$ cat config.mk
export PLATFORM = sky130hd
export DESIGN_NAME = bsvm_lane_unit
export DESIGN_NICKNAME = d
export VERILOG_FILES = /design/src/rtl/bsvm_pkg.sv /design/src/rtl/bsvm_lane_unit.sv
export SDC_FILE = /design/constraint.sdc
export NUM_CORES = 2
export LEC_CHECK = 0
export BUFFER_PORTS_ARGS = -buffer_cell sky130_fd_sc_hd__buf_2
export CORE_ASPECT_RATIO = 1.25
export CORE_MARGIN = 3
export CORE_UTILIZATION = 35
export CTS_BUF_LIST = sky130_fd_sc_hd__clkbuf_16
export DETAILED_ROUTE_END_ITERATION = 10
export GPL_TIMING_DRIVEN = 0
export HOLD_SLACK_MARGIN = 0.15
export PLACE_DENSITY = 0.6
export SLEW_MARGIN = 15
export SYNTH_ARGS = -nofsm -noshare
export SYNTH_HDL_FRONTEND = slang
export SYNTH_SLANG_ARGS = --single-unit
$ cat constraint.sdc
create_clock -name clk -period 8.35 [get_ports clk]
set_input_delay 1.2525 -clock clk [delete_from_list [all_inputs] [get_ports clk]]
set_output_delay 1.2525 -clock clk [all_outputs]
set_load 0.02 [all_outputs]
$ cat src/rtl/bsvm_pkg.sv
// Shared types and constants for the blend shape vertex morph block.
`timescale 1ns / 1ps

package bsvm_pkg;

    localparam logic [1:0] OP_LOAD  = 2'd0;
    localparam logic [1:0] OP_FRAME = 2'd1;
    localparam logic [1:0] OP_APPLY = 2'd2;
    localparam logic [1:0] OP_READ  = 2'd3;

    localparam logic [1:0] MARK_ORIG_ALL = 2'd0;
    localparam logic [1:0] MARK_ORIG_CUR = 2'd1;
    localparam logic [1:0] MARK_MODIFIED = 2'd2;

    localparam logic [3:0] ATTR_RESET = 4'hF;

    // Vertex word: color[159:128] uv[127:96] normal[95:48] position[47:0]
    localparam int VWORD_W = 160;

    // Lanes 0..7 are the 16-bit vector components, 8..11 the color bytes
    localparam logic [3:0] LANE_NORM_FIRST  = 4'd3;
    localparam logic [3:0] LANE_UV_FIRST    = 4'd6;
    localparam logic [3:0] LANE_COLOR_FIRST = 4'd8;
    localparam logic [3:0] LANE_LAST        = 4'd11;

    // x / 12800 = (x >> 9) / 25 ; x / 3276800 = (x >> 17) / 25
    localparam logic [22:0]        RECIP_25    = 23'd5368710;
    localparam int                 RECIP_SHIFT = 27;
    localparam logic [31:0]        VEC_HALF    = 32'd6400;
    localparam int                 VEC_SHIFT   = 9;
    localparam logic signed [32:0] COL_HALF    = 33'sd1638400;
    localparam int                 COL_SHIFT   = 17;
    localparam logic signed [22:0] COL_BIAS_U  = 23'sd409600;
    localparam logic signed [19:0] COL_BIAS_Q  = 20'sd16384;

    typedef enum logic [3:0] {
        S_CLEAR,
        S_IDLE,
        S_LOAD_WR,
        S_FRAME_RD,
        S_FRAME_WR,
        S_APPLY_RD,
        S_APPLY_LD,
        S_APPLY_LANE,
        S_APPLY_WR,
        S_READ_RD,
        S_READ_OUT
    } state_t;

    typedef struct packed {
        logic        start;
        logic        is_color;
        logic [15:0] cur;
        logic [15:0] delta;
    } lane_req_t;

    typedef struct packed {
        logic        done;
        logic [15:0] result;
    } lane_rsp_t;

endpackage

$ cat src/rtl/bsvm_lane_unit.sv
// Shared three-stage blend unit: one component or color byte per request.
`timescale 1ns / 1ps

module bsvm_lane_unit (
    input  logic                     clk,
    input  logic                     rst_n,
    input  bsvm_pkg::lane_req_t      req,
    input  logic signed [15:0]       weight,
    output bsvm_pkg::lane_rsp_t      rsp
);
    import bsvm_pkg::*;

    logic               v1_reg, v2_reg, v3_reg;
    logic signed [31:0] p_reg;
    logic               col1_reg, col2_reg;
    logic [15:0]        cur1_reg, cur2_reg;
    logic               neg2_reg;
    logic [44:0]        prod_reg;
    logic [15:0]        res_reg;

    logic [30:0]        mag;
    logic [21:0]        u_vec, u_col, u_sel;
    logic signed [32:0] t_col;
    logic [15:0]        y_col;
    logic signed [22:0] u_col_s;
    logic [17:0]        q;
    logic signed [19:0] qs, s_vec, s_col;
    logic [15:0]        res_next;

    always_ff @(posedge clk or negedge rst_n)
    begin
        if (!rst_n)
        begin
            v1_reg <= 1'b0;
            v2_reg <= 1'b0;
            v3_reg <= 1'b0;
        end
        else
        begin
            v1_reg <= req.start;
            v2_reg <= v1_reg;
            v3_reg <= v2_reg;
        end
    end

    // stage 2: magnitude or floor offset, then reciprocal multiply by 1/25
    always_comb
    begin
        mag     = p_reg[31] ? 31'(-p_reg) : 31'(p_reg);
        u_vec   = 22'((32'(mag) + VEC_HALF) >> VEC_SHIFT);
        t_col   = 33'(p_reg) + COL_HALF;
        y_col   = 16'(t_col >>> COL_SHIFT);
        u_col_s = 23'($signed(y_col)) + COL_BIAS_U;
        u_col   = u_col_s[21:0];
        u_sel   = col1_reg ? u_col : u_vec;
    end

    // stage 3: apply sign or bias, add to the current value, saturate
    always_comb
    begin
        q     = prod_reg[44:RECIP_SHIFT];
        qs    = $signed({2'b00, q});
        s_vec = 20'($signed(cur2_reg)) + (neg2_reg ? -qs : qs);
        s_col = $signed({12'd0, cur2_reg[7:0]}) + qs - COL_BIAS_Q;
        if (col2_reg)
        begin
            if (s_col < 20'sd0)
                res_next = 16'd0;
            else if (s_col > 20'sd255)
                res_next = 16'd255;
            else
                res_next = 16'(s_col);
        end
        else
        begin
            if (s_vec > 20'sd32767)
                res_next = 16'h7FFF;
            else if (s_vec < -20'sd32768)
                res_next = 16'h8000;
            else
                res_next = 16'(s_vec);
        end
    end

    always_ff @(posedge clk)
    begin
        p_reg    <= $signed(req.delta) * weight;
        col1_reg <= req.is_color;
        cur1_reg <= req.cur;
        prod_reg <= 45'(u_sel) * 45'(RECIP_25);
        neg2_reg <= p_reg[31];
        col2_reg <= col1_reg;
        cur2_reg <= cur1_reg;
        res_reg  <= res_next;
    end

    assign rsp.done   = v3_reg;
    assign rsp.result = res_reg;

endmodule

# After elaboration in Yosys (flattened, before gate mapping)

Cells that the tools add are included.

$add $sub $neg: 8
Multiply operators: 2
$lt $le $gt $ge: 4
Mux-type cells: 8

Operators by type and width:

| cell                                                            | number |
|---|---|
| two-way mux 16 bit                                              | 5 |
| multiplier 22 x 22 -> 44 bit, second input constant             | 1 |
| adder 32 x 22 -> 33 bit, second input constant                  | 1 |
| multiplier 16 x 16 -> 32 bit                                    | 1 |
| adder 31 x 13 -> 31 bit, second input constant                  | 1 |
| two-way mux 31 bit                                              | 1 |
| negation 31 bit                                                 | 1 |
| two-way mux 22 bit                                              | 1 |
| adder 16 x 20 -> 21 bit, second input constant                  | 1 |
| adder 16 x 20 -> 20 bit                                         | 1 |
| greater-than comparator 20 x 16 -> 1 bit, second input constant | 1 |
| greater-than comparator 20 x 9 -> 1 bit, second input constant  | 1 |
| less-than comparator 20 x 1 -> 1 bit, second input constant     | 1 |
| less-than comparator 20 x 16 -> 1 bit, second input constant    | 1 |
| two-way mux 20 bit                                              | 1 |
| negation 18 -> 20 bit                                           | 1 |
| subtractor 19 x 15 -> 20 bit, second input constant             | 1 |
| adder 8 x 18 -> 19 bit                                          | 1 |

Flip-flop bits (word level): 130
Input port bits: 52
Output and inout port bits: 17
Logic and storage cells: 33

# Depth between registers and ports, before layout

Depth after elaboration: 7
Depth in mapped cells: 35
Mapped depth without buffers: 33

# Worst setup path after synthesis

OpenSTA, ideal clock, no wires.

Path kind: reg-to-reg
From: register p_reg[31]
To: register prod_reg[32]
Library setup time: 0.072 ns
Arrival time: 8.862 ns
Required time: 8.278 ns
Setup slack: -0.584 ns
Cell stages (with the launch flop): 35
Path buffers: 4
Clock period less this slack: 8.934 ns
Cells stage by stage: dfxtp_1 > clkbuf_1 > clkbuf_1 > clkbuf_1 > clkbuf_1 > o21ai_0 > xnor2_1 > ha_1 > nor3b_1 > a22oi_1 > and2_1 > nand3_2 > or3_1 > and3_1 > nor3_1 > ha_1 > inv_1 > fa_1 > fa_1 > inv_1 > fa_1 > fa_1 > fa_1 > inv_1 > fa_1 > inv_1 > ha_1 > a21o_1 > a21o_1 > a21oi_1 > o21ai_0 > a31o_2 > a221o_1 > a21oi_1 > xnor2_1

Longest elaborated chain between the ends: 4
Elaborated cells between the ends (all ways): 6
Those cells by class: add/sub (3); mul (1); mux (2)

Ends and longest elaborated chain:

| item                                                                      | RTL line                                   | text |
|---|---|---|
| start, declared                                                           | bsvm_lane_unit.sv:14                       | `logic signed [31:0] p_reg;` |
| start signal, assigned                                                    | bsvm_lane_unit.sv:87                       | `p_reg <= $signed(req.delta) * weight;` |
| adder 32 x 22 -> 33 bit / two-way mux 31 bit (equally long branches)      | bsvm_lane_unit.sv:51, bsvm_lane_unit.sv:49 |  |
| adder 16 x 20 -> 21 bit / adder 31 x 13 -> 31 bit (equally long branches) | bsvm_lane_unit.sv:53, bsvm_lane_unit.sv:50 |  |
| two-way mux 22 bit *                                                      | bsvm_lane_unit.sv:55                       | `u_sel = col1_reg ? u_col : u_vec;` |
| multiplier 22 x 22 -> 44 bit *                                            | bsvm_lane_unit.sv:90                       | `prod_reg <= 45'(u_sel) * 45'(RECIP_25);` |
| end signal, assigned                                                      | bsvm_lane_unit.sv:90                       |  |
| end, declared                                                             | bsvm_lane_unit.sv:18                       | `logic [44:0] prod_reg;` |

Mark *: on every way between the ends. The rest lies on a longest branch, timed or not.

# Worst setup path in the final report

From: register p_reg[0]
To: register prod_reg[32]

Longest elaborated chain between the ends: 5
Elaborated cells between the ends (all ways): 7
Those cells by class: add/sub (4); mul (1); mux (2)

Ends and longest elaborated chain:

| item                           | RTL line             | text |
|---|---|---|
| negation 31 bit                | bsvm_lane_unit.sv:49 | `mag = p_reg[31] ? 31'(-p_reg) : 31'(p_reg);` |
| two-way mux 31 bit             | bsvm_lane_unit.sv:49 |  |
| adder 31 x 13 -> 31 bit        | bsvm_lane_unit.sv:50 | `u_vec = 22'((32'(mag) + VEC_HALF) >> VEC_SHIFT);` |
| two-way mux 22 bit *           | bsvm_lane_unit.sv:55 |  |
| multiplier 22 x 22 -> 44 bit * | bsvm_lane_unit.sv:90 |  |

Marks and branches as above.

==> flow_summary.yaml <==
status:
  status: "complete, but fails checks"
  violations: "setup timing"
floorplanning:
  die_w_um: 243
  die_area_um2: 73400
  die_y_um: 302
  start_util: 0.357
  rows: 107
  core_um2: 68800
  io_pins: 69
grt:
  grt_pass1_vias: 19600
  grt-ovfl-total: 0
  antenna_found_initial: 0
  grt_first_pass_wirelength_um: 100000
  grt_use_total: 0.171
  grt_max_degree: 22
timing:
  fin_crit_sh: 1.01
  hold_viol: 0
  setup-tns-final_ps: -58.9
  slew_headroom: 0.287
  setup_viol: 1
  hold_slack_ps: 325
  setup_ws_ps: -58.9
  tightest_slew_ps: 1060
  drv_slew: 0
  fin_skew_ps: 9.97
  clock.fmax_mhz: 119
  period_needed_ps: 8410
  grt_setup_unrepaired: "true"
clocking:
  htreeDepth: 3
  cts_hold_buf: 0
  clock_latency_ps: 400
  clk_path_buf_depth: 2
  clkTransAtPathRegs_ps: 80
  root_buffer: "clkbuf_16"
  cts_tree: "built"
  clkSinkCount: 104
  cts_buffers: 9
drt:
  antenna_left: 0
  viasPerCell: 4.79
  wl_per_cell_um: 16.3
  dr.pass1.iters: 7
  vias: 17874
  wirelength_um: 60900
  drt_iter0_markers: 635
  drc: 0
cells_and_area:
  final_core_util: 0.403
  syn2layout_area_growth_pct: 13.0
  stdcell_area_um2: 27700
  largest_reg_flops: 32
  n_antenna_cell: 0
  fin_nets: 3640
  layout-drive-gt1-share: 0.112
logic_synthesis:
  synth_fp_nets: 3506
  synth.top_cells.by_area: "fa_1, ha_1, inv_1"
  synth_cells: 2669
  synthArstFlopShare: 0.0288
  synth_top_area_cell: "fa_1"
  netlist_area_um2: 24600
  ys_warn_count: 0
  yosys_register_bits: 104
  synth_flop_cell: "dfxtp_1"
  ys_seq_area_frac: 0.0854
  synth_edf_count: 0
  avgSynthCellArea_um2: 9.20
  synth_top_area_share: 0.358
  synth_common_cells: "inv_1, fa_1, ha_1"
  synth.distinct_cells: 75
  yosys.cell_count.top_type: "inv_1"
min_path:
  min_path_cells: 0
  min_delay_worst_endpoint: "cur2_reg[12]$_DFF_P_"
  min_path_type: "reg -> reg"
  hp-start: "cur1_reg[12]$_DFF_P_"
worst_setup_path:
  crit_path_max_incr_delay_ps: 570
  worst_path_max_delay_cell: "fa_1"
  r2r_end: "prod_reg[32]$_DFF_P_"
  cp.required_ps: 8680
  crit_fanout: 4
  rr_worst_depth: 30
  crit_top_cell: "fa_1"
  start_kind: "register"
  r2r_slack_ps: -60
  crit_type: "reg -> reg"
  end_kind: "register"
  worst_ep_arrival_time_ps: 8740
  rr_startpoint: "p_reg[0]$_DFF_P_"
placed_design:
  place_congestion: 0.923
  dpl.hpwl_um: 51900
  port_buffers: 68
  dpl_cell_area_um2: 26100
run:
  maxCapViolCount: 0
==> worst max-delay path: cells and delay by family (launching register included) <==
family	cells	cell delay, ps
buffers and inverters	7	630
adders and majority gates	8	3710
muxes	1	240
AOI/OAI and AO/OA	8	1700
xor gates and xnor gates	2	400
and+or+nand+nor	4	1360
DFF	1	310
==> cell families after synthesis <==
| family | synth area share |
|---|---|
| adders and majority gates | 0.534 |
| muxes | 0.00601 |
| buffers and inverters | 0.106 |
| and+or+nand+nor | 0.120 |
| DFF | 0.0854 |
| xor gates and xnor gates | 0.0521 |
| AOI/OAI and AO/OA | 0.0958 |
==> cells in the final DEF (no fill, tap or decap), types with 9 or more instances in the layout <==
cell / Yosys / final
nand3_1: 29 / 28
fa_1: 439 / 436
clkbuf_1: 67 / 58
a21o_1: 31 / 31
nor2_1: 89 / 84
o211ai_1: 19 / 19
o31ai_1: 11 / 9
buf_2: 3 / 70
xor2_1: 47 / 42
a211oi_1: 22 / 19
o21bai_1: 12 / 11
inv_1: 614 / 601
and3_1: 15 / 12
nor2b_1: 14 / 14
and2_1: 114 / 113
a21oi_4: 0 / 10
a21oi_1: 75 / 57
o21ai_0: 70 / 54
nand4_1: 16 / 16
nand2b_1: 24 / 24
dfxtp_1: 101 / 99
buf_4: 2 / 56
or2_2: 12 / 10
o21a_1: 18 / 17
inv_2: 2 / 12
nand2_1: 191 / 190
clkbuf_16: 0 / 9
xnor2_1: 99 / 95
ha_4: 0 / 15
ha_1: 346 / 326
nor3_1: 28 / 26
==> how the worst max path moves through the flow <==
stage	to	slack, ps	depth (start not counted)	startpoint
final	prod_reg[32]$_DFF_P_	-60	30	p_reg[0]$_DFF_P_
after global routing	prod_reg[32]$_DFF_P_	-320	34	p_reg[0]$_DFF_P_
after CTS	prod_reg[44]$_DFF_P_	-80	29	p_reg[7]$_DFF_P_
after detailed placement	prod_reg[44]$_DFF_P_	-1640	34	p_reg[31]$_DFF_P_
after global placement	prod_reg[44]$_DFF_P_	-1820	34	p_reg[31]$_DFF_P_
after floorplan	prod_reg[32]$_DFF_P_	4	32	p_reg[0]$_DFF_P_
==> layer usage <==
layer / vias to the layer above / GRT usage / wire (um) / part of all wire
met1: 8751 / 0.195 / 24900 / 0.41
met2: 300 / 0.325 / 31700 / 0.52
met4: 0 / 0.0703 / 2590 / 0.042
li1: 8711 / - / - / -
met5: - / 0 / 0 / 0
met3: 112 / 0.0165 / 1650 / 0.027
==> through the flow <==
stage	instances	setup slack, ps
4_1_cts	3712	-75.0
5_1_grt	3734	-321
2_1_floorplan	2669	4.03
3_3_place_gp	3663	-1820
3_5_place_dp	3664	-1640
6_report	3734	-58.9
==> what timing repair did <==
item                       CTS  global route
pin swaps                   49            53
buffers inserted            35            26
resized for setup          111            73
setup endpoints to repair   18            18
==> layout make-up <==
cell class,count,area (um^2)
Buffer,70,308
Clock buffer,9,225
Clock inverter,7,80.1
Fill cell,6962,41100
Inverter,617,2320
Multi-Input combinational cell,1872,20700
Sequential cell,104,2100
Tap cell,926,1160
Timing Repair Buffer,129,846
Power is left out: the tool's default activity adds up to more than one toggle a clock period on the data nets, which glitch-free logic cannot reach.
